==> src/design/ih_pkg.sv <==
// ----------------------------------------------------------------------------
// ih_pkg: shared types and constants of the intensity histogram
// Item layouts, register codes, chain link and cell control structs.
// ----------------------------------------------------------------------------
`timescale 1ns / 1ps

package ih_pkg;

  // store geometry
  localparam int MAX_BINS    = 64;
  localparam int COUNT_WIDTH = 24;

  // field widths fixed by the item layouts
  localparam int INT_W   = 8;   // pixel intensity
  localparam int SEL_W   = 6;   // bin select field
  localparam int NBR_W   = 7;   // num_bins register
  localparam int MAXV_W  = 8;   // max_value register
  localparam int RECIP_W = 25;  // reciprocal, Q0.24
  localparam int BCNT_W  = 24;  // bin_count field
  localparam int FRAC_W  = 17;  // bin_fraction field, Q0.16 up to 1.0

  // derived widths
  localparam int IDX_BITS = (MAX_BINS > 1) ? $clog2(MAX_BINS) : 1;
  localparam int BIN_W    = (IDX_BITS > SEL_W) ? IDX_BITS : SEL_W;
  localparam int NB_W     = $clog2(MAX_BINS + 1) + 1;   // effective bin count
  localparam int WID_W    = MAXV_W + 1;                 // bucket width, up to 256
  localparam int OCC_W    = $clog2(MAX_BINS + 1);
  localparam int PROD_W   = COUNT_WIDTH + RECIP_W;

  // register file
  localparam int DATA_W = 32;
  localparam int ADDR_W = 4;
  localparam logic [1:0] REG_NUM_BINS  = 2'd0;
  localparam logic [1:0] REG_MAX_VALUE = 2'd1;
  localparam logic [1:0] REG_RECIP     = 2'd2;

  // register reset values
  localparam logic [NBR_W-1:0]   RST_NUM_BINS  = NBR_W'(64);
  localparam logic [MAXV_W-1:0]  RST_MAX_VALUE = MAXV_W'(255);
  localparam logic [RECIP_W-1:0] RST_RECIP     = '0;

  // bucket width and last bin that follow from the reset registers
  localparam int RST_NEFF = (64 > MAX_BINS) ? MAX_BINS : 64;
  localparam logic [WID_W-1:0] RST_WIDTH    = WID_W'(255 / RST_NEFF + 1);
  localparam logic [BIN_W-1:0] RST_LAST_BIN = BIN_W'(RST_NEFF - 1);

  // request codes
  localparam logic REQ_ACCUM = 1'b0;
  localparam logic REQ_READ  = 1'b1;

  // counter and fraction limits
  localparam logic [COUNT_WIDTH-1:0] COUNT_MAX = '1;
  localparam logic [FRAC_W-1:0] FRACTION_ONE = FRAC_W'(65536);

  typedef struct packed {
    logic              req_type;
    logic [INT_W-1:0]  intensity;
    logic [SEL_W-1:0]  bin_select;
  } in_item_t;

  typedef struct packed {
    logic [BCNT_W-1:0] bin_count;
    logic [FRAC_W-1:0] bin_fraction;
  } out_item_t;

  // item as it travels down the row of cells
  typedef struct packed {
    logic                   vld;
    logic                   req;
    logic                   placed;  // pixel already counted
    logic [INT_W-1:0]       resid;   // intensity minus widths passed so far
    logic [BIN_W-1:0]       sel;
    logic [COUNT_WIDTH-1:0] count;   // count picked up by a read
  } link_t;

  // control shared by every cell
  typedef struct packed {
    logic             adv;
    logic [WID_W-1:0] width;
    logic [BIN_W-1:0] last;
  } cell_ctl_t;

endpackage

==> src/design/ih_cell.sv <==
// ----------------------------------------------------------------------------
// ih_cell: one bin of the histogram row
// Holds one saturating counter; bins a passing pixel or serves a read.
// ----------------------------------------------------------------------------
`timescale 1ns / 1ps

module ih_cell (
  input  logic                      clk,
  input  logic                      rst_n,
  input  ih_pkg::cell_ctl_t         ctl,
  input  logic [ih_pkg::BIN_W-1:0]  idx,
  input  ih_pkg::link_t             link_i,
  output ih_pkg::link_t             link_o
);
  import ih_pkg::*;

  logic [COUNT_WIDTH-1:0] cnt_r, cnt_nxt;
  link_t                  link_r, link_nxt;
  logic                   is_acc, hit_acc, hit_rd;

  // pixel lands here when its residue is below one width, or at the last bin
  assign is_acc  = link_i.vld && (link_i.req == REQ_ACCUM) && !link_i.placed;
  assign hit_acc = is_acc &&
                   (({1'b0, link_i.resid} < ctl.width) || (idx == ctl.last));
  assign hit_rd  = link_i.vld && (link_i.req == REQ_READ) && (link_i.sel == idx);

  // counter update
  always_comb begin
    cnt_nxt = cnt_r;
    if (hit_rd) begin
      cnt_nxt = '0;
    end else if (hit_acc && (cnt_r != COUNT_MAX)) begin
      cnt_nxt = cnt_r + 1'b1;
    end
  end

  // item handed to the next cell
  always_comb begin
    link_nxt = link_i;
    if (hit_acc) begin
      link_nxt.placed = 1'b1;
    end else if (is_acc) begin
      link_nxt.resid = link_i.resid - ctl.width[INT_W-1:0];
    end
    if (hit_rd) begin
      link_nxt.count = cnt_r;
    end
  end

  always_ff @(posedge clk) begin
    if (!rst_n) begin
      cnt_r      <= '0;
      link_r.vld <= 1'b0;
    end else if (ctl.adv) begin
      cnt_r  <= cnt_nxt;
      link_r <= link_nxt;
    end
  end

  assign link_o = link_r;

endmodule

==> config.mk <==
export PLATFORM = sky130hd
export DESIGN_NAME = ih_cell
export DESIGN_NICKNAME = d
export VERILOG_FILES = /design/src/design/ih_pkg.sv /design/src/design/ih_cell.sv
export SDC_FILE = /design/constraint.sdc
export NUM_CORES = 1
export LEC_CHECK = 0
export BUFFER_PORTS_ARGS = -buffer_cell sky130_fd_sc_hd__buf_4
export CORE_MARGIN = 2
export CORE_UTILIZATION = 47
export DETAILED_ROUTE_END_ITERATION = 12
export HOLD_SLACK_MARGIN = 0.12
export PLACE_DENSITY = 0.82
export SETUP_SLACK_MARGIN = 0.05
export SYNTH_ARGS = -nofsm -noshare
export SYNTH_HDL_FRONTEND = slang
export SYNTH_SLANG_ARGS = --single-unit
==> constraint.sdc <==
create_clock -name clk -period 3.8 [get_ports clk]
set_input_delay 1.14 -clock clk [delete_from_list [all_inputs] [get_ports clk]]
set_output_delay 1.14 -clock clk [all_outputs]
set_load 0.02 [all_outputs]
==> results.json <==
{
  "holdCritPathClass": "reg2reg",
  "dieWidth_um": 91.9,
  "place_worst_setup_slack_ns": 0.471,
  "slew_headroom": 0.497,
  "ys_warn_count": 0,
  "netlist_area_um2": 3630,
  "grt_pass1_vias": 3283,
  "synth_top_area_cell": "edfxtp_1",
  "drv_cap": 0,
  "synth_seq_cells": 65,
  "tightest_slew_ns": 0.754,
  "cts_hold_buf": 0,
  "p_per_area_nw_per_um2": 350,
  "ys.flop_type": "edfxtp_1",
  "viasPerCell": 5.72,
  "cp_max_fo": 29,
  "drc": 0,
  "synthCells": 391,
  "final.min_clock_period_ns": 3.06,
  "cts_setup_buffers": 0,
  "critPathCaptureType": "register",
  "dr_total_vias": 3432,
  "synthArstFlopShare": 0,
  "ios": 106,
  "finalWorstSetupSlack_ns": 0.738,
  "wl_per_cell_um": 15.0,
  "clk_path_buf_depth": 2,
  "ys_seq_area_frac": 0.468,
  "drive_gt1_frac": 0.275,
  "netlist.area_leader.share": 0.330,
  "cts-htree-levels": 3,
  "critPathLaunchType": "input port",
  "fmax_ghz": 0.327,
  "wirelength_mm": 9.00,
  "synth.avg_cell_area_um2": 9.30,
  "floorplan.initialDensity": 0.478,
  "post-route-util": 0.619,
  "timing.setup.tns_ns": 0,
  "num_rows": 32,
  "criticalPathCategory": "in2reg",
  "n_antenna_cell": 0,
  "fin_crit_sh": 0.806,
  "initialDrtViolationCount": 215,
  "grt_pass1_wl_mm": 14.9,
  "grt_max_degree": 37,
  "nNetsFinal": 568,
  "cts.clk_slew.worst_paths_ns": 0.07,
  "hold_viol_final": 0,
  "dp_hpwl_mm": 6.34,
  "cts_tree": "built",
  "synth_edf_count": 40,
  "reg2regPathDepth": 7,
  "crit_arrival_ns": 3.34,
  "r2r_slack_ns": 1.15,
  "gp_congestion": 0.862,
  "worstReg2RegStart": "cnt_r[0]",
  "numCtsBuffers": 9,
  "fin_worst_skew_ns": 0.00903,
  "timing.rr.end": "cnt_r[3]",
  "vdd_ir_drop_max_mv": 0.149,
  "status": "finished clean",
  "power_leakage_nw": 1.95,
  "portBuffers": 105,
  "die_area_um2": 8450,
  "rsz0062_at_grt": "no",
  "cts_root_buf": "clkbuf_8",
  "ant_nets": 0,
  "yosysUniqueCellTypes": 54,
  "clock_sinks": 65,
  "core_area_um2": 7610,
  "grt_antenna_before_repair": 0,
  "grt_usage": 0.217,
  "endpoint": "cnt_r[3]",
  "finalSetupViolations": 0,
  "drv_slew": 0,
  "synth_common_cells": "nand2_1 (101), edfxtp_1 (40), dfxtp_1 (25)",
  "clock_latency_ns": 0.34,
  "drt-pass1-iter-count": 5,
  "grt_overflow": 0,
  "syn-num-nets": 466,
  "synth_most_common_cell": "nand2_1",
  "cts_resized": 0,
  "required_ns": 4.07,
  "flow.area_growth_from_synthesis_pct": 29.5,
  "critPathLaunch": "ctl[12]",
  "die_y_um": 91.9,
  "synth_area_leaders": "edfxtp_1 (33%), dfxtp_1 (14%), nand2_1 (10%)"
}
## flip-flops by register name (all words and copies together) (netlist names)
register / count
link_o: 41
cnt_r: 24
## worst min path at each step
stage | startpoint | endpoint | slack [ns] | cells past startpoint
global placement | link_o[40] | link_o[40] | 0.48 | 2
global route | cnt_r[5] | cnt_r[5] | 0.57 | 2
finish | cnt_r[10] | cnt_r[10] | 0.51 | 2
floorplan | cnt_r[10] | cnt_r[10] | 0.48 | 2
CTS | cnt_r[10] | cnt_r[10] | 0.52 | 2
detailed placement | link_o[40] | link_o[40] | 0.50 | 2
## metrics by stage
step / hold slack, ns / area (um^2) / power [mW] / cells
3_3_place_gp: 0.481 / 4510 / 1.07 / 584
2_1_floorplan: 0.476 / 3640 / 0.949 / 391
4_1_cts: 0.521 / 4710 / 1.66 / 600
3_5_place_dp: 0.503 / 4510 / 1.08 / 584
6_report: 0.514 / 4710 / 1.65 / 600
5_1_grt: 0.567 / 4710 / 1.72 / 600
## cells by family after synthesis
logic type | Yosys count | synth area share
buffers and inverters | 33 | 0.0423
AOI/OAI and AO/OA | 82 | 0.155
DFF | 65 | 0.468
xor gates and xnor gates | 16 | 0.0386
and+or+nand+nor | 184 | 0.256
muxes | 1 | 0.00275
adders and majority gates | 10 | 0.0365
## cell usage in the layout, fill, tap and decap left out, types with 3 or more instances in the layout
cell type	count
o31ai_1	3
and2_1	4
nor2b_1	7
dfxtp_1	25
buf_4	110
o211ai_1	12
and3_1	8
nand2_1	101
edfxtp_1	40
inv_1	12
or4_1	10
a41oi_1	4
a21oi_1	11
nor2_1	6
o21a_1	6
nand3_1	8
nand4_1	11
ha_1	9
o31a_1	3
a31oi_1	13
xnor2_1	9
o21ai_1	5
nor3_1	4
clkinv_2	3
clkbuf_8	10
nand4b_1	4
o21ai_0	12
nor4_1	3
o211a_1	3
xor2_1	7
## critical path, cell delays in order
cell	delay (ns)
buf_4	0.08
inv_1	0.03
ha_1	0.35
a211oi_1	0.27
o22ai_1	0.15
o22ai_2	0.21
nand2_2	0.32
or4_1	0.61
a31oi_1	0.17
## area by class of cell
class | count | area [um^2]
Clock inverter | 6 | 57.6
Tap cell | 102 | 128
Fill cell | 660 | 2900
Clock buffer | 10 | 138
Sequential cell | 65 | 1700
Timing Repair Buffer | 111 | 846
Multi-Input combinational cell | 293 | 1790
Inverter | 13 | 48.8
## per-layer routing
layer / vias up / GRT usage / part of all wire
li1: 1634 / - / -
met1: 1617 / 0.277 / 0.41
met2: 161 / 0.350 / 0.48
met3: 20 / 0.0600 / 0.084
met4: 0 / 0.0858 / 0.022
met5: - / 0 / 0
## report_power, final
part / switching [mW] / internal, mW / leakage [nW]
Combinational: 0.148 / 0.123 / 1.27
Clock: 0.268 / 0.316 / 0.103
Sequential: 0.00893 / 0.782 / 0.577
Total: 0.426 / 1.22 / 1.95
(Power assumes the default switching activity.)
