`src/design/ih_pkg.sv`:
```
// ----------------------------------------------------------------------------
// ih_pkg: shared types and constants of the intensity histogram
// Item layouts, register codes, chain link and cell control structs.
// ----------------------------------------------------------------------------
`timescale 1ns / 1ps

package ih_pkg;

  // store geometry
  localparam int MAX_BINS    = 64;
  localparam int COUNT_WIDTH = 24;

  // field widths fixed by the item layouts
  localparam int INT_W   = 8;   // pixel intensity
  localparam int SEL_W   = 6;   // bin select field
  localparam int NBR_W   = 7;   // num_bins register
  localparam int MAXV_W  = 8;   // max_value register
  localparam int RECIP_W = 25;  // reciprocal, Q0.24
  localparam int BCNT_W  = 24;  // bin_count field
  localparam int FRAC_W  = 17;  // bin_fraction field, Q0.16 up to 1.0

  // derived widths
  localparam int IDX_BITS = (MAX_BINS > 1) ? $clog2(MAX_BINS) : 1;
  localparam int BIN_W    = (IDX_BITS > SEL_W) ? IDX_BITS : SEL_W;
  localparam int NB_W     = $clog2(MAX_BINS + 1) + 1;   // effective bin count
  localparam int WID_W    = MAXV_W + 1;                 // bucket width, up to 256
  localparam int OCC_W    = $clog2(MAX_BINS + 1);
  localparam int PROD_W   = COUNT_WIDTH + RECIP_W;

  // register file
  localparam int DATA_W = 32;
  localparam int ADDR_W = 4;
  localparam logic [1:0] REG_NUM_BINS  = 2'd0;
  localparam logic [1:0] REG_MAX_VALUE = 2'd1;
  localparam logic [1:0] REG_RECIP     = 2'd2;

  // register reset values
  localparam logic [NBR_W-1:0]   RST_NUM_BINS  = NBR_W'(64);
  localparam logic [MAXV_W-1:0]  RST_MAX_VALUE = MAXV_W'(255);
  localparam logic [RECIP_W-1:0] RST_RECIP     = '0;

  // bucket width and last bin that follow from the reset registers
  localparam int RST_NEFF = (64 > MAX_BINS) ? MAX_BINS : 64;
  localparam logic [WID_W-1:0] RST_WIDTH    = WID_W'(255 / RST_NEFF + 1);
  localparam logic [BIN_W-1:0] RST_LAST_BIN = BIN_W'(RST_NEFF - 1);

  // request codes
  localparam logic REQ_ACCUM = 1'b0;
  localparam logic REQ_READ  = 1'b1;

  // counter and fraction limits
  localparam logic [COUNT_WIDTH-1:0] COUNT_MAX = '1;
  localparam logic [FRAC_W-1:0] FRACTION_ONE = FRAC_W'(65536);

  typedef struct packed {
    logic              req_type;
    logic [INT_W-1:0]  intensity;
    logic [SEL_W-1:0]  bin_select;
  } in_item_t;

  typedef struct packed {
    logic [BCNT_W-1:0] bin_count;
    logic [FRAC_W-1:0] bin_fraction;
  } out_item_t;

  // item as it travels down the row of cells
  typedef struct packed {
    logic                   vld;
    logic                   req;
    logic                   placed;  // pixel already counted
    logic [INT_W-1:0]       resid;   // intensity minus widths passed so far
    logic [BIN_W-1:0]       sel;
    logic [COUNT_WIDTH-1:0] count;   // count picked up by a read
  } link_t;

  // control shared by every cell
  typedef struct packed {
    logic             adv;
    logic [WID_W-1:0] width;
    logic [BIN_W-1:0] last;
  } cell_ctl_t;

endpackage

```
`src/design/ih_frac.sv`:
```
// ----------------------------------------------------------------------------
// ih_frac: fraction stage and output register
// Multiplies a read count by the reciprocal, truncates to Q0.16, saturates.
// ----------------------------------------------------------------------------
`timescale 1ns / 1ps

module ih_frac (
  input  logic                        clk,
  input  logic                        rst_n,
  input  logic                        adv,
  input  ih_pkg::link_t               link_i,
  input  logic [ih_pkg::RECIP_W-1:0]  recip,
  output logic                        out_valid,
  output ih_pkg::out_item_t           out_data
);
  import ih_pkg::*;

  localparam logic [PROD_W-1:0] SAT_LIM = PROD_W'(65537) << 8;

  logic               m_vld_r;
  logic [BCNT_W-1:0]  m_count_r;
  logic [PROD_W-1:0]  m_prod_r;
  logic               o_vld_r;
  out_item_t          o_data_r, o_data_nxt;

  // multiply stage: only reads make a result
  always_ff @(posedge clk) begin
    if (!rst_n) begin
      m_vld_r <= 1'b0;
    end else if (adv) begin
      m_vld_r <= link_i.vld && (link_i.req == REQ_READ);
    end
  end

  always_ff @(posedge clk) begin
    if (adv) begin
      m_count_r <= BCNT_W'(link_i.count);
      m_prod_r  <= PROD_W'(link_i.count) * PROD_W'(recip);
    end
  end

  // truncate to Q0.16 and clamp at one
  always_comb begin
    o_data_nxt.bin_count = m_count_r;
    if (m_prod_r >= SAT_LIM) begin
      o_data_nxt.bin_fraction = FRACTION_ONE;
    end else begin
      o_data_nxt.bin_fraction = m_prod_r[FRAC_W+7:8];
    end
  end

  // output register
  always_ff @(posedge clk) begin
    if (!rst_n) begin
      o_vld_r <= 1'b0;
    end else if (adv) begin
      o_vld_r <= m_vld_r;
    end
  end

  always_ff @(posedge clk) begin
    if (adv) begin
      o_data_r <= o_data_nxt;
    end
  end

  assign out_valid = o_vld_r;
  assign out_data  = o_data_r;

endmodule

```
`config.mk`:
```
export PLATFORM = sky130hd
export DESIGN_NAME = ih_frac
export DESIGN_NICKNAME = d
export VERILOG_FILES = /design/src/design/ih_pkg.sv /design/src/design/ih_frac.sv
export SDC_FILE = /design/constraint.sdc
export NUM_CORES = 2
export LEC_CHECK = 0
export BUFFER_PORTS_ARGS = -buffer_cell sky130_fd_sc_hd__buf_4
export CORE_MARGIN = 4
export CORE_UTILIZATION = 35
export CTS_CLUSTER_DIAMETER = 150
export DETAILED_ROUTE_END_ITERATION = 6
export RECOVER_POWER = 100
export SLEW_MARGIN = 20
export SYNTH_ARGS = -nofsm -noshare
export SYNTH_HDL_FRONTEND = slang
export SYNTH_SLANG_ARGS = --single-unit
```
`constraint.sdc`:
```
create_clock -name clk -period 7.8 [get_ports clk]
set_clock_uncertainty 0.05 [all_clocks]
set_input_delay 0.78 -clock clk [delete_from_list [all_inputs] [get_ports clk]]
set_output_delay 0.78 -clock clk [all_outputs]
set_load 0.05 [all_outputs]
```
==> metrics.txt <==
fraction of the yosys area taken by sequential cells 0.139; Root Buffer Master sky130_fd_sc_hd__clkbuf_16; effective utilization at floorplan 0.353; final layout net count 3,169; Slew Limit Fails 112; number of global-route vias before repair 18,100; Post-Synth Adder-Cell Area 0.530; post-detailed-placement half-perimeter wirelength 46,100 microns; simple-gate area share of the yosys netlist 0.160; max-cap violations 2; Top FF cell, synth sky130_fd_sc_hd__edfxtp_1; tightest slew margin relative to the limit -1.35; R2R setup slack 5.58 ns; fraction of synthesized cell area in xor and xnor cells 0.0166; routed length per placed instance 17.2 microns; number of nets produced by synthesis 3,160; total global-route track usage 0.168; wire length of the first global-routing pass 94,100 microns; post-synthesis cell type count 52; Detailed Route Iter0 Violations 1,051; layout-stage area growth over the synthesis result 7.03%; TritonCTS sink count 108; element type at the critical path start primary input; mean instance size in the synthesized netlist 9.61 sq um; sum of negative setup slack 0 ns; startpoint of the worst hold path m_count_r[6]; maximum number of pins on one net before global-route repair 66; core outline area 65,700 sq um; maximum clock frequency 135 MHz; largest family of logic cells by synthesized area adder cells; initial antenna violation count 1; placed standard-cell area 24,700 sq um; total number of vias 16,100; Cells after Synth 2,412; number of endpoints failing setup at the final stage 0; mapped cell area 23,200 sq um; most frequently used cell type in the post-synthesis netlist sky130_fd_sc_hd__inv_1; fraction of registers with async set/reset 0; TritonRoute pass-1 iters 6; aggregate routed wire length 56,500 microns; post-detailed-route DRC marker count 0; final cell area excluding filler cells 24,800 sq um; buffers from clock root to sink, at most 2; RSZ-0062 raised after global routing no; share of synthesized area spent on multiplexers 0.000432; Final Hold Vio Count 0; leading area contributor after synthesis sky130_fd_sc_hd__fa_1; Post-CTS Resized 0; Crit Path Category in -> reg; residual antenna-violating net count after detailed routing 0; cell types occupying the most area after synthesis sky130_fd_sc_hd__fa_1, sky130_fd_sc_hd__edfxtp_1, sky130_fd_sc_hd__ha_1; count of hold buffers inserted by post-cts repair 0; vias per cell 4.89; overall die area 70,400 sq um; Post CTS Setup Buffer Count 0; die height 265 microns; leading cell types by count after synthesis sky130_fd_sc_hd__inv_1, sky130_fd_sc_hd__fa_1, sky130_fd_sc_hd__nand2_1, sky130_fd_sc_hd__and2_1, sky130_fd_sc_hd__ha_1; launch point of the worst reg-to-reg path m_prod_r[27]; clock insertion delay at the later pin of the skew report 0.41 ns; run status finished with violations; largest driver fanout on the critical path 14; compound-gate portion of the synthesized area 0.0414; FP Rows 94; post-route minimum period 7.41 ns; H-tree depth 3; number of enable-type register cells in the synthesized netlist 106; I/O pin cnt 111; CTS buffer count 9; violated checks capacitance limit, slew limit; worst-margin pin slew 3.52 ns; Hold/Removal Path Class reg -> reg; clock tree from TritonCTS built; antenna diode count 0; overall overflow remaining after global route 0; count of port buffers added during placement 95; top-area cell type share of the netlist area 0.435; data required time of the critical path 7.90 ns; CP Capture Type flop; flops & latches, synth 108; Reg clk slew, reported paths 0.08 ns; routability-driven placement congestion ratio 0.859; arrival time at the worst endpoint 7.51 ns; worst setup path start link_i[16]; fraction of final layout cells sized beyond drive strength 1 0.0392; post-route clock period utilization 0.950; count of warnings emitted by yosys 0; Die Wd 265 microns
cell usage in the layout (no fill, tap or decap), types with 7 or more instances in the layout:
| master | instances |
|---|---|
| sky130_fd_sc_hd__o21ai_1 | 7 |
| sky130_fd_sc_hd__nor2_1 | 29 |
| sky130_fd_sc_hd__and2_0 | 17 |
| sky130_fd_sc_hd__clkbuf_1 | 51 |
| sky130_fd_sc_hd__fa_1 | 504 |
| sky130_fd_sc_hd__o21ai_0 | 22 |
| sky130_fd_sc_hd__xor2_1 | 18 |
| sky130_fd_sc_hd__buf_4 | 68 |
| sky130_fd_sc_hd__nor4_1 | 10 |
| sky130_fd_sc_hd__and2_1 | 303 |
| sky130_fd_sc_hd__ha_1 | 175 |
| sky130_fd_sc_hd__a21o_1 | 29 |
| sky130_fd_sc_hd__nand4_1 | 14 |
| sky130_fd_sc_hd__nand2_1 | 339 |
| sky130_fd_sc_hd__xnor2_1 | 26 |
| sky130_fd_sc_hd__inv_1 | 572 |
| sky130_fd_sc_hd__o21bai_1 | 8 |
| sky130_fd_sc_hd__edfxtp_1 | 106 |
| sky130_fd_sc_hd__clkbuf_16 | 9 |
| sky130_fd_sc_hd__a21oi_1 | 45 |
| sky130_fd_sc_hd__nand3_1 | 8 |
layer usage:
metal | global-route usage | part of all wire
met1 | 0.206 | 0.39
met2 | 0.293 | 0.51
met3 | 0.0251 | 0.055
met4 | 0.0767 | 0.045
met5 | 0 | 0
final cells by class:
type	instances	area (sq um)
Timing Repair Buffer	119	702
Clock buffer	9	225
Clock inverter	7	88.8
Tap cell	864	1080
Inverter	572	2150
Multi-Input combinational cell	1611	17300
Sequential cell	108	3220
Fill cell	6602	40900
stage by stage:
| step | instances | util | hold WS [ns] | setup slack, ns |
|---|---|---|---|---|
| floorplan | 2412 | - | 0.350 | 0.552 |
| global placement | 3274 | 0.376 | 0.351 | 0.251 |
| detailed placement | 3274 | 0.376 | 0.355 | 0.177 |
| CTS | 3290 | 0.380 | 0.376 | 0.605 |
| global route | 3290 | 0.377 | 0.380 | 0.113 |
| finish | 3290 | 0.377 | 0.374 | 0.391 |
registers in the layout, indices dropped and copies added (netlist names):
register	count
m_count_r	24
m_prod_r	41
m_vld_r	1
out_data	41
out_valid	1
final timing paths:
check / to / cells after the start
max: m_prod_r[46] / 22
min: out_data[23] / 0
max reg2reg: out_data[6] / 5
min reg2reg: out_data[23] / 0
logic make-up after synthesis:
family                     after synthesis
and+or+nand+nor                        740
DFF                                    108
xor gates and xnor gates                44
adders and majority gates              679
AOI/OAI and AO/OA                      147
buffers and inverters                  693
muxes                                    1
critical path: stages:
cell and delay [ns]:
sky130_fd_sc_hd__buf_4 0.21, sky130_fd_sc_hd__clkbuf_1 0.64, sky130_fd_sc_hd__nand2_1 0.17, sky130_fd_sc_hd__fa_1 0.54, sky130_fd_sc_hd__inv_1 0.05, sky130_fd_sc_hd__fa_1 0.48
sky130_fd_sc_hd__fa_1 0.51, sky130_fd_sc_hd__fa_1 0.57, sky130_fd_sc_hd__fa_1 0.45, sky130_fd_sc_hd__fa_1 0.50, sky130_fd_sc_hd__inv_1 0.05, sky130_fd_sc_hd__fa_1 0.47
sky130_fd_sc_hd__inv_1 0.04, sky130_fd_sc_hd__ha_1 0.42, sky130_fd_sc_hd__a21oi_1 0.14, sky130_fd_sc_hd__o21ai_0 0.31, sky130_fd_sc_hd__nor2_1 0.13, sky130_fd_sc_hd__a31oi_2 0.28
sky130_fd_sc_hd__nand2_1 0.15, sky130_fd_sc_hd__o221ai_1 0.29, sky130_fd_sc_hd__o221a_1 0.25, sky130_fd_sc_hd__xor2_1 0.07
Power is left out: the tool's default activity adds up to more than one toggle a clock period on the data nets, which glitch-free logic cannot reach.
