### src/design/ih_pkg.sv
// ----------------------------------------------------------------------------
// ih_pkg: shared types and constants of the intensity histogram
// Item layouts, register codes, chain link and cell control structs.
// ----------------------------------------------------------------------------
`timescale 1ns / 1ps

package ih_pkg;

  // store geometry
  localparam int MAX_BINS    = 64;
  localparam int COUNT_WIDTH = 24;

  // field widths fixed by the item layouts
  localparam int INT_W   = 8;   // pixel intensity
  localparam int SEL_W   = 6;   // bin select field
  localparam int NBR_W   = 7;   // num_bins register
  localparam int MAXV_W  = 8;   // max_value register
  localparam int RECIP_W = 25;  // reciprocal, Q0.24
  localparam int BCNT_W  = 24;  // bin_count field
  localparam int FRAC_W  = 17;  // bin_fraction field, Q0.16 up to 1.0

  // derived widths
  localparam int IDX_BITS = (MAX_BINS > 1) ? $clog2(MAX_BINS) : 1;
  localparam int BIN_W    = (IDX_BITS > SEL_W) ? IDX_BITS : SEL_W;
  localparam int NB_W     = $clog2(MAX_BINS + 1) + 1;   // effective bin count
  localparam int WID_W    = MAXV_W + 1;                 // bucket width, up to 256
  localparam int OCC_W    = $clog2(MAX_BINS + 1);
  localparam int PROD_W   = COUNT_WIDTH + RECIP_W;

  // register file
  localparam int DATA_W = 32;
  localparam int ADDR_W = 4;
  localparam logic [1:0] REG_NUM_BINS  = 2'd0;
  localparam logic [1:0] REG_MAX_VALUE = 2'd1;
  localparam logic [1:0] REG_RECIP     = 2'd2;

  // register reset values
  localparam logic [NBR_W-1:0]   RST_NUM_BINS  = NBR_W'(64);
  localparam logic [MAXV_W-1:0]  RST_MAX_VALUE = MAXV_W'(255);
  localparam logic [RECIP_W-1:0] RST_RECIP     = '0;

  // bucket width and last bin that follow from the reset registers
  localparam int RST_NEFF = (64 > MAX_BINS) ? MAX_BINS : 64;
  localparam logic [WID_W-1:0] RST_WIDTH    = WID_W'(255 / RST_NEFF + 1);
  localparam logic [BIN_W-1:0] RST_LAST_BIN = BIN_W'(RST_NEFF - 1);

  // request codes
  localparam logic REQ_ACCUM = 1'b0;
  localparam logic REQ_READ  = 1'b1;

  // counter and fraction limits
  localparam logic [COUNT_WIDTH-1:0] COUNT_MAX = '1;
  localparam logic [FRAC_W-1:0] FRACTION_ONE = FRAC_W'(65536);

  typedef struct packed {
    logic              req_type;
    logic [INT_W-1:0]  intensity;
    logic [SEL_W-1:0]  bin_select;
  } in_item_t;

  typedef struct packed {
    logic [BCNT_W-1:0] bin_count;
    logic [FRAC_W-1:0] bin_fraction;
  } out_item_t;

  // item as it travels down the row of cells
  typedef struct packed {
    logic                   vld;
    logic                   req;
    logic                   placed;  // pixel already counted
    logic [INT_W-1:0]       resid;   // intensity minus widths passed so far
    logic [BIN_W-1:0]       sel;
    logic [COUNT_WIDTH-1:0] count;   // count picked up by a read
  } link_t;

  // control shared by every cell
  typedef struct packed {
    logic             adv;
    logic [WID_W-1:0] width;
    logic [BIN_W-1:0] last;
  } cell_ctl_t;

endpackage

### src/design/ih_wdiv.sv
// ----------------------------------------------------------------------------
// ih_wdiv: bucket width divider
// Restoring division, one quotient bit per cycle: width = max_value / n + 1.
// ----------------------------------------------------------------------------
`timescale 1ns / 1ps

module ih_wdiv (
  input  logic                       clk,
  input  logic                       rst_n,
  input  logic                       start,
  input  logic [ih_pkg::MAXV_W-1:0]  dividend,
  input  logic [ih_pkg::NB_W-1:0]    divisor,
  output logic                       busy,
  output logic                       done,
  output logic [ih_pkg::WID_W-1:0]   width
);
  import ih_pkg::*;

  localparam int STEP_W = $clog2(MAXV_W);

  logic                busy_r, busy_nxt;
  logic                done_r, done_nxt;
  logic [STEP_W-1:0]   step_r, step_nxt;
  logic [NB_W-1:0]     rem_r, rem_nxt;
  logic [MAXV_W-1:0]   q_r, q_nxt;
  logic [NB_W-1:0]     dvs_r, dvs_nxt;
  logic [WID_W-1:0]    width_r, width_nxt;
  logic [NB_W:0]       trial;
  logic                take;

  // shift in the next dividend bit and try a subtract
  assign trial = {rem_r, q_r[MAXV_W-1]};
  assign take  = (trial >= {1'b0, dvs_r});

  always_comb begin
    busy_nxt  = busy_r;
    done_nxt  = 1'b0;
    step_nxt  = step_r;
    rem_nxt   = rem_r;
    q_nxt     = q_r;
    dvs_nxt   = dvs_r;
    width_nxt = width_r;
    if (start) begin
      busy_nxt = 1'b1;
      step_nxt = '0;
      rem_nxt  = '0;
      q_nxt    = dividend;
      dvs_nxt  = divisor;
    end else if (busy_r) begin
      rem_nxt  = take ? NB_W'(trial - {1'b0, dvs_r}) : trial[NB_W-1:0];
      q_nxt    = {q_r[MAXV_W-2:0], take};
      step_nxt = step_r + 1'b1;
      if (step_r == STEP_W'(MAXV_W - 1)) begin
        busy_nxt  = 1'b0;
        done_nxt  = 1'b1;
        width_nxt = {1'b0, q_r[MAXV_W-2:0], take} + 1'b1;
      end
    end
  end

  always_ff @(posedge clk) begin
    if (!rst_n) begin
      busy_r  <= 1'b0;
      done_r  <= 1'b0;
      width_r <= RST_WIDTH;
    end else begin
      busy_r  <= busy_nxt;
      done_r  <= done_nxt;
      width_r <= width_nxt;
    end
  end

  always_ff @(posedge clk) begin
    step_r <= step_nxt;
    rem_r  <= rem_nxt;
    q_r    <= q_nxt;
    dvs_r  <= dvs_nxt;
  end

  assign busy  = busy_r;
  assign done  = done_r;
  assign width = width_r;

endmodule

### config.mk
export PLATFORM = sky130hd
export DESIGN_NAME = ih_wdiv
export DESIGN_NICKNAME = d
export VERILOG_FILES = /design/src/design/ih_pkg.sv /design/src/design/ih_wdiv.sv
export SDC_FILE = /design/constraint.sdc
export NUM_CORES = 1
export LEC_CHECK = 0
export BUFFER_PORTS_ARGS = -buffer_cell sky130_fd_sc_hd__buf_4
export CAP_MARGIN = 10
export CORE_ASPECT_RATIO = 1.5
export CORE_MARGIN = 5
export CORE_UTILIZATION = 50
export CTS_CLUSTER_DIAMETER = 80
export DETAILED_ROUTE_END_ITERATION = 10
export GPL_ROUTABILITY_DRIVEN = 0
export MAX_ROUTING_LAYER = met4
export PLACE_DENSITY = 0.75
export RECOVER_POWER = 25
export SYNTH_ARGS = -nofsm -noshare
export SYNTH_HDL_FRONTEND = slang
export SYNTH_SLANG_ARGS = --single-unit
### constraint.sdc
create_clock -name clk -period 7.15 [get_ports clk]
set_clock_uncertainty 0.05 [all_clocks]
set_input_delay 1.43 -clock clk [delete_from_list [all_inputs] [get_ports clk]]
set_output_delay 1.43 -clock clk [all_outputs]
set_load 0.01 [all_outputs]
==> results.yml, run 1 <==
outcome:
  status: "completed"
power:
  internal_power_mw: 0.370
  pwr-share-clk_pct: 29.5
  power_frac_comb_pct: 20.8
  p_switching_mw: 0.144
  finalPower_mw: 0.515
  seq_power_share_pct: 49.7
  ir_drop_v: 0.000180
  p_leak_nw: 0.969
  p_per_area_nw_per_um2: 224
  switching_share_pct: 28.0
clock_tree:
  numCtsBuffers: 5
  root_buffer: "clkbuf_8"
  insertion_delay_ns: 0.29
  cts_tree: "built"
  postCtsHoldBufs: 0
  cts_buffer_depth: 2
  cts_htree_levels: 2
  cts_resized: 0
  path_clk_slew_ns: 0.07
  cts.sinks: 38
  postCtsSetupBuffers: 0
die:
  coreArea_um2: 3850
  die_w_um: 61.1
  fp.dieH_um: 86.6
  start_util_pct: 50.8
  num_rows: 28
  dieArea_um2: 5290
  io_pins: 30
logic_synthesis:
  netlist.area_leader.share_pct: 24.5
  ys_ff_latch: 38
  ys_warn_count: 0
  netlist_instances: 189
  synth_top_cell_by_area: "edfxtp_1"
  synth.distinct_cells: 46
  seq_area_frac_synth_pct: 47.0
  netlist_area_um2: 1960
  synth_top_flop_cell: "dfxtp_1"
  synth_area_leaders: "edfxtp_1 25%, dfxtp_1 22%, ha_1 7.0%"
  syn-num-nets: 220
  ys_async_sr_fraction_pct: 0
  synth_common_cells: "22 x dfxtp_1, 19 x nand2_1, 16 x edfxtp_1"
  syn_area_per_cell_um2: 10.4
  synth-edff-count: 16
  synth.most_common_cell: "dfxtp_1"
global_route:
  grt_pass1_vias: 1495
  grt_max_degree: 32
  grt_remaining_overflow: 0
  grt_usage_pct: 17.5
  grt_pass1_wl_mm: 6.71
  antenna_found_initial: 0
placement:
  portBuffers: 29
  place.detailed.hpwl_mm: 3.00
  place_ws_ns: 4.14
  placed_cells: 257
sta:
  relSlewSlack_pct: 1.08
  period_needed_ns: 3.22
  layout_setup_ws_ns: 3.93
  max_freq_mhz: 311
  worst_slew_pin_slew_ns: 1.48
  hold_viol_final: 0
  setup_viol: 0
  hold_slack_ns: 0.419
  tns_ns: 0
  final_max_slew_viol_count: 0
  grt_setup_unrepaired: "no"
  min_period_over_period_pct: 45.0
detailed_routing:
  routed_wl_mm: 4.06
  routed_via_density: 5.57
  drt_first_pass_iters: 4
  route.vias.total: 1475
  ant_nets: 0
  drt_iter0_markers: 42
  drt-wirelength-per-cell_um: 15.3
  drc: 0
run:
  drv_cap: 0
cells_and_area:
  fin_cells: 265
  synthToLayoutAreaGrowth_pct: 17.1
  final_nets: 250
  drive_gt1_share_pct: 23.6
  antennaDiodeCount: 0
hold_path:
  holdPathEnd: "width[8]$_SDFFE_PN0P_"
  hp-class: "flop to flop"
  hold_path_depth: 2
  hp-start: "width[8]$_SDFFE_PN0P_"
worst_setup_path:
  worstSetupPathType: "primary input to flop"
  start_kind: "primary input"
  cp-end-kind: "flop"
  r2r_end: "width[4]$_SDFFE_PN0P_"
  ff2ff_setup_slack_ns: 4.10
  crit_arrival_ns: 3.34
  crit_required_ns: 7.28
  cp_max_fo: 31
  r2r-start: "dvs_r[4]$_DFFE_PP_"
  reg2reg_depth: 12
==> stage by stage <==
step | cell area (um2) | util, %
floorplan | 1960 | -
global placement | 2210 | 57.2
detailed placement | 2210 | 57.2
CTS | 2300 | 59.6
global route | 2290 | 59.5
finish | 2290 | 59.5
==> worst max path at each step <==
stage	from	end	slack, ns	cells past startpoint
5_1_grt	start	width[7]$_SDFFE_PN0P_	3.71	5
3_3_place_gp	rem_r[5]$_SDFFE_PP0P_	width[4]$_SDFFE_PN0P_	4.23	10
4_1_cts	rem_r[3]$_SDFFE_PP0P_	width[4]$_SDFFE_PN0P_	4.13	11
6_report	start	width[8]$_SDFFE_PN0P_	3.93	5
2_1_floorplan	dvs_r[2]$_DFFE_PP_	width[4]$_SDFFE_PN0P_	4.56	13
3_5_place_dp	dvs_r[4]$_DFFE_PP_	width[4]$_SDFFE_PN0P_	4.14	12
==> worst max-delay path, stage by stage <==
cell and delay, ns:
clkbuf_1 1.05, nor2b_1 0.21, and2_1 0.37, nand4_1 0.18
a21boi_0 0.09
==> state kept, by name, indices dropped and copies added, names as in the netlist <==
register  count
done          1
step_r        3
width         9
busy          1
q_r           8
rem_r         8
dvs_r         8
==> power groups by stage <==
stage	combinational (mW)	clock, mW	sequential [mW]
6_report	0.107	0.152	0.256
5_1_grt	0.119	0.166	0.258
4_1_cts	0.108	0.156	0.256
3_5_place_dp	0.107	0	0.261
3_3_place_gp	0.105	0	0.260
2_1_floorplan	0.0810	0	0.257
==> kinds of logic (layout without fill, tap and decap cells) <==
group / count (synthesis) / after routing / synth area share, %
and+or+nand+nor: 56 / 56 / 14.0
DFF: 38 / 38 / 47.0
muxes: 11 / 11 / 6.13
AOI/OAI and AO/OA: 43 / 43 / 16.3
adders and majority gates: 12 / 12 / 8.05
buffers and inverters: 19 / 50 / 4.03
xor gates and xnor gates: 10 / 10 / 4.47
==> placed cells by master (no fill, tap or decap), types with 2 or more instances in the layout <==
| cell type | n |
|---|---|
| a211oi_1 | 2 |
| a21boi_0 | 2 |
| a21oi_1 | 10 |
| a311oi_1 | 5 |
| and2_1 | 3 |
| and3_1 | 3 |
| buf_4 | 21 |
| clkbuf_1 | 2 |
| clkbuf_4 | 8 |
| clkbuf_8 | 6 |
| dfxtp_1 | 22 |
| edfxtp_1 | 16 |
| ha_1 | 11 |
| inv_1 | 11 |
| mux2_2 | 8 |
| mux2i_1 | 3 |
| nand2_1 | 19 |
| nand2b_1 | 2 |
| nand3_1 | 6 |
| nor2_1 | 11 |
| nor2b_1 | 4 |
| o211a_1 | 2 |
| o211ai_1 | 2 |
| o21a_1 | 2 |
| o21ai_0 | 6 |
| or2_2 | 2 |
| or3_1 | 2 |
| xnor2_1 | 7 |
| xor2_1 | 3 |
==> cell type report <==
cell class                      count  area [um2]
Multi-Input combinational cell    132         958
Inverter                           12        45.0
Timing Repair Buffer               30         221
Clock inverter                      1        5.00
Clock buffer                        7        86.3
Sequential cell                    38         921
Fill cell                         349        1560
Tap cell                           45        56.3
==> metal layers <==
metal  vias to the layer above  GRT usage, %  wire [um]
li1                        739             -          -
met1                       702          19.6       1660
met2                        24          29.6       2180
met3                        10          3.13        116
met4                         0          7.50         99
met5                         -             -          0
No activity file was read; power rests on OpenSTA's default activity.
==> inputs of run 2 (changes only) <==
--- a/config.mk
+++ b/config.mk
@@ -14,7 +14,7 @@
 export DETAILED_ROUTE_END_ITERATION = 10
 export GPL_ROUTABILITY_DRIVEN = 0
 export MAX_ROUTING_LAYER = met4
-export PLACE_DENSITY = 0.75
+export PLACE_DENSITY = 0.77
 export RECOVER_POWER = 25
 export SYNTH_ARGS = -nofsm -noshare
 export SYNTH_HDL_FRONTEND = slang
==> constraint.sdc (replaced) <==
create_clock -name clk -period 2.7 [get_ports clk]
set_clock_uncertainty 0.05 [all_clocks]
set_input_delay 0.54 -clock clk [delete_from_list [all_inputs] [get_ports clk]]
set_output_delay 0.54 -clock clk [all_outputs]
set_load 0.01 [all_outputs]
==> run 2 against run 1 <==
  * Via count is 1.7% higher
  * Worst setup slack worse by 3.8 ns
  * Sequential power grew to 2.6 times the previous value
  * Clock power grew to 2.7 times the previous value
  * Highest routed layer unchanged
  * Count of clock-buffer cells in the layout stayed put
==> results.yml, run 2 (synthesis results as in run 1) <==
power:
  seq_power_share_pct: 48.3
  p_switching_mw: 0.395
  internal_power_mw: 1.01
  power_frac_comb_pct: 23.0
  p_leak_nw: 1.00
  ir_drop_v: 0.000517
  p_per_area_nw_per_um2: 585
  pwr-share-clk_pct: 28.7
  switching_share_pct: 28.1
clock_tree:
  cts_htree_levels: 2
  postCtsHoldBufs: 0
  cts_tree: "built"
  path_clk_slew_ns: 0.07
  cts_buffer_depth: 2
  insertion_delay_ns: 0.29
  numCtsBuffers: 5
  cts.sinks: 38
  root_buffer: "clkbuf_8"
sta:
  tns_ns: 0
  layout_setup_ws_ns: 0.139
  hold_viol_final: 0
  max_freq_mhz: 390
  period_needed_ns: 2.56
  final_max_slew_viol_count: 0
  grt_setup_unrepaired: "no"
  min_period_over_period_pct: 94.8
  setup_viol: 0
  relSlewSlack_pct: 74.8
  worst_slew_pin_slew_ns: 0.376
cells_and_area:
  antennaDiodeCount: 0
  largest_reg_flops: 9
  final_nets: 257
  layout_common_cells: "29 x buf_4, 22 x dfxtp_1, 19 x nand2_1, 16 x edfxtp_1"
  synthToLayoutAreaGrowth_pct: 22.6
  drive_gt1_share_pct: 29.1
  layout_commonest_cell: "buf_4"
worst_setup_path:
  r2r-start: "dvs_r[1]$_DFFE_PP_"
  crit_required_ns: 2.86
  cp-end-kind: "flop"
  worstSetupPathType: "flop to flop"
  path_buf_inv: 2
  reg2reg_depth: 9
  r2r_end: "rem_r[4]$_SDFFE_PP0P_"
  cp_cell_sequence: "inv_1 > ha_4 > nand3b_1 > a2111oi_4 > o2111ai_2 > and2_4 > buf_4 > or3_1 > a311oi_2"
  cpLargestDelayFamily: "compound AO/OA/AOI/OAI gates"
  slowest_delay_ns: 0.39
  crit_arrival_ns: 2.72
  path_depth: 9
  start_kind: "flop"
  ff2ff_setup_slack_ns: 0.14
  cp_max_fo: 7
  cpMaxStageDelayCell: "a2111oi_4"
placement:
  place.detailed.hpwl_mm: 2.83
  portBuffers: 29
  place_ws_ns: 0.103
hold_path:
  hp-class: "primary input to flop"
  hold_path_depth: 1
  hp-start: "divisor[6]"
  holdPathEnd: "dvs_r[6]$_DFFE_PP_"
detailed_routing:
  drt-wirelength-per-cell_um: 14.9
  routed_wl_mm: 4.04
  drt_iter0_markers: 35
  drt_first_pass_iters: 4
  routed_via_density: 5.51
  ant_nets: 0
  route.vias.total: 1500
  drc: 0
global_route:
  grt_usage_pct: 17.2
  grt_pass1_vias: 1480
  antenna_found_initial: 0
  grt_max_degree: 32
  grt_remaining_overflow: 0
  grt_pass1_wl_mm: 6.61
die:
  die_w_um: 61.1
  coreArea_um2: 3850
  io_pins: 30
  dieArea_um2: 5290
  fp.dieH_um: 86.6
  start_util_pct: 50.8
  num_rows: 28
outcome:
  status: "completed"
run:
  drv_cap: 0
## run 2: cell type report
| class | instances | area [um2] |
|---|---|---|
| fillers | 338 | 1450 |
| multi-input cells | 132 | 1010 |
| flip-flops and latches | 38 | 921 |
| repair buffers | 37 | 278 |
| clock buffers | 7 | 86.3 |
| well taps | 45 | 56.3 |
| inverters | 12 | 45.0 |
| clock inverters | 1 | 5.00 |
## run 2: timing repair
item,4_1_cts,5_1_grt
buffers inserted,0,4
gates resized for setup,0,8
setup endpoints to repair,0,5
## run 2: stage by stage
| step | utilization [%] | cell area (um2) | cells | power (mW) | hold slack, ns |
|---|---|---|---|---|---|
| after global routing | 62.3 | 2400 | 272 | 1.48 | 0.383 |
| after CTS | 60.2 | 2320 | 268 | 1.39 | 0.363 |
| final | 62.3 | 2400 | 272 | 1.40 | 0.393 |
| after floorplan | - | 1960 | 189 | 0.895 | 0.414 |
| after global placement | 57.8 | 2230 | 260 | 0.981 | 0.408 |
| after detailed placement | 57.8 | 2230 | 260 | 0.984 | 0.416 |
## run 2: how the worst max path moves through the flow
stage,start,to
after detailed placement,dvs_r[2]$_DFFE_PP_,rem_r[3]$_SDFFE_PP0P_
after CTS,dvs_r[2]$_DFFE_PP_,rem_r[3]$_SDFFE_PP0P_
after floorplan,dvs_r[2]$_DFFE_PP_,width[4]$_SDFFE_PN0P_
final,dvs_r[1]$_DFFE_PP_,rem_r[4]$_SDFFE_PP0P_
after global placement,dvs_r[2]$_DFFE_PP_,rem_r[3]$_SDFFE_PP0P_
after global routing,dvs_r[1]$_DFFE_PP_,rem_r[4]$_SDFFE_PP0P_
## run 2: layer usage
metal | up-vias | wire (um) | share of wire, % | global-route usage (%)
met5 | - | 0 | 0 | -
met4 | 0 | 133 | 3.3 | 9.07
met3 | 12 | 143 | 3.5 | 4.47
met2 | 27 | 2130 | 53 | 26.6
met1 | 704 | 1630 | 40 | 20.0
li1 | 757 | - | - | -
## run 2: power by group through the flow
stage | combinational (mW) | sequential [mW] | clock, mW
2_1_floorplan | 0.215 | 0.680 | 0
3_3_place_gp | 0.292 | 0.689 | 0
3_5_place_dp | 0.295 | 0.690 | 0
4_1_cts | 0.297 | 0.677 | 0.413
5_1_grt | 0.359 | 0.683 | 0.436
6_report | 0.323 | 0.678 | 0.403
==> inputs of run 3 (changes only) <==
--- a/config.mk
+++ b/config.mk
@@ -7,7 +7,7 @@
 export LEC_CHECK = 0
 export BUFFER_PORTS_ARGS = -buffer_cell sky130_fd_sc_hd__buf_4
 export CAP_MARGIN = 10
-export CORE_ASPECT_RATIO = 1.5
+export CORE_ASPECT_RATIO = 1.75
 export CORE_MARGIN = 5
 export CORE_UTILIZATION = 50
 export CTS_CLUSTER_DIAMETER = 80
==> run 3 against run 2 <==
  * Sequential share of layout area is 0.12 points higher
  * Wire length is 1.8% lower
  * Core utilization is 0.21 points higher
  * Global-route usage is 0.44 points lower
  * Count of clock-buffer cells in the layout is 1 lower
  * Total power is 0.21% higher
  * Sequential power hardly changed
  * Critical path depth stayed put
  * Largest power group unchanged
==> results.yml, run 3 (synthesis results as in run 1) <==
sta:
  final_max_slew_viol_count: 0
  hold_viol_final: 0
  max_freq_mhz: 386
  min_period_over_period_pct: 95.8
  period_needed_ns: 2.59
  tns_ns: 0
  grt_setup_unrepaired: "no"
  setup_viol: 0
  worst_slew_pin_slew_ns: 0.358
  relSlewSlack_pct: 76.1
global_route:
  antenna_found_initial: 0
  grt_pass1_wl_mm: 6.74
  grt_remaining_overflow: 0
  grt_pass1_vias: 1487
  grt_usage_pct: 16.8
  grt_max_degree: 32
cells_and_area:
  largest_reg_flops: 9
  final_nets: 255
  drive_gt1_share_pct: 28.9
  layout_commonest_cell: "buf_4"
  synthToLayoutAreaGrowth_pct: 22.2
  antennaDiodeCount: 0
  layout_common_cells: "27 x buf_4, 22 x dfxtp_1, 19 x nand2_1, 16 x edfxtp_1"
clock_tree:
  cts_htree_levels: 2
  path_clk_slew_ns: 0.08
  insertion_delay_ns: 0.29
  root_buffer: "clkbuf_8"
  cts_tree: "built"
  numCtsBuffers: 5
  postCtsHoldBufs: 0
  cts_buffer_depth: 2
  cts.sinks: 38
detailed_routing:
  drt_iter0_markers: 25
  routed_wl_mm: 3.97
  drt_first_pass_iters: 4
  routed_via_density: 5.43
  ant_nets: 0
  drc: 0
  route.vias.total: 1483
  drt-wirelength-per-cell_um: 14.5
worst_setup_path:
  crit_required_ns: 2.85
  worstSetupPathType: "flop to flop"
  cp-end-kind: "flop"
  ff2ff_setup_slack_ns: 0.11
  crit_arrival_ns: 2.74
  cp_max_fo: 7
  start_kind: "flop"
power:
  p_switching_mw: 0.399
  seq_power_share_pct: 48.2
  internal_power_mw: 1.01
  switching_share_pct: 28.4
  p_per_area_nw_per_um2: 588
  ir_drop_v: 0.000548
  p_leak_nw: 0.996
  finalPower_mw: 1.41
  pwr-share-clk_pct: 29.0
  power_frac_comb_pct: 22.8
die:
  dieArea_um2: 5320
  start_util_pct: 51.1
  num_rows: 30
  fp.dieH_um: 92.8
  io_pins: 30
  die_w_um: 57.3
  coreArea_um2: 3830
run:
  drv_cap: 0
placement:
  portBuffers: 29
  place.detailed.hpwl_mm: 2.93
hold_path:
  hp-class: "primary input to flop"
outcome:
  status: "completed"
==> run 3: power groups by stage <==
stage / logic [mW] / registers (mW) / clock network, mW
floorplan: 0.215 / 0.680 / 0
global placement: 0.290 / 0.689 / 0
detailed placement: 0.295 / 0.689 / 0
CTS: 0.298 / 0.677 / 0.419
global route: 0.357 / 0.684 / 0.453
finish: 0.320 / 0.678 / 0.408
==> run 3: per-stage QoR <==
step | setup WS [ns] | utilization [%] | std cells | cell area [um2] | hold WS [ns]
after floorplan | 0.106 | - | 189 | 1960 | 0.414
after global placement | 0.181 | 58.3 | 263 | 2230 | 0.404
after detailed placement | 0.0917 | 58.3 | 263 | 2230 | 0.408
after CTS | 0.0604 | 60.8 | 271 | 2330 | 0.365
after global routing | 0.00127 | 62.5 | 273 | 2390 | 0.378
final | 0.113 | 62.5 | 273 | 2390 | 0.390
==> run 3: worst max-delay path: stages, from the launching register on <==
cell and delay (ns):
edfxtp_1 0.36, inv_1 0.05, ha_1 0.30, nand3b_1 0.17, a2111oi_4 0.39, o2111ai_2 0.18
and2_1 0.21, buf_4 0.16, or3b_1 0.38, a311oi_2 0.26
==> run 3: repair_timing <==
action,in CTS,in global routing
setup buffers,0,2
resized for setup,0,9
setup endpoints to repair,0,5
==> run 3: final timing paths <==
| kind | start | to | cells past startpoint |
|---|---|---|---|
| max reg2reg | dvs_r[1]$_DFFE_PP_ | rem_r[3]$_SDFFE_PP0P_ | 9 |
| max | dvs_r[1]$_DFFE_PP_ | rem_r[3]$_SDFFE_PP0P_ | 9 |
| min | divisor[3] | dvs_r[3]$_DFFE_PP_ | 1 |
| min reg2reg | width[1]$_SDFFE_PN0P_ | width[1]$_SDFFE_PN0P_ | 2 |
==> run 3: per-layer routing <==
layer  wire [um]  up-vias  track usage, %  part of all wire, %
li1            -      748               -                    -
met1        1550      705            17.6                   39
met2        2200       20            29.1                   55
met3          88       10            2.65                  2.2
met4         129        0            9.48                  3.3
met5           0        -               -                    0
==> run 3: cell type report <==
| cell class | instances | area, um2 |
|---|---|---|
| clock buffer | 6 | 82.6 |
| clock inverter | 2 | 11.3 |
| fill | 349 | 1440 |
| inverter | 12 | 45.0 |
| multi-input combinational | 132 | 1010 |
| sequential | 38 | 921 |
| tap | 48 | 60.1 |
| timing repair buffer | 35 | 263 |
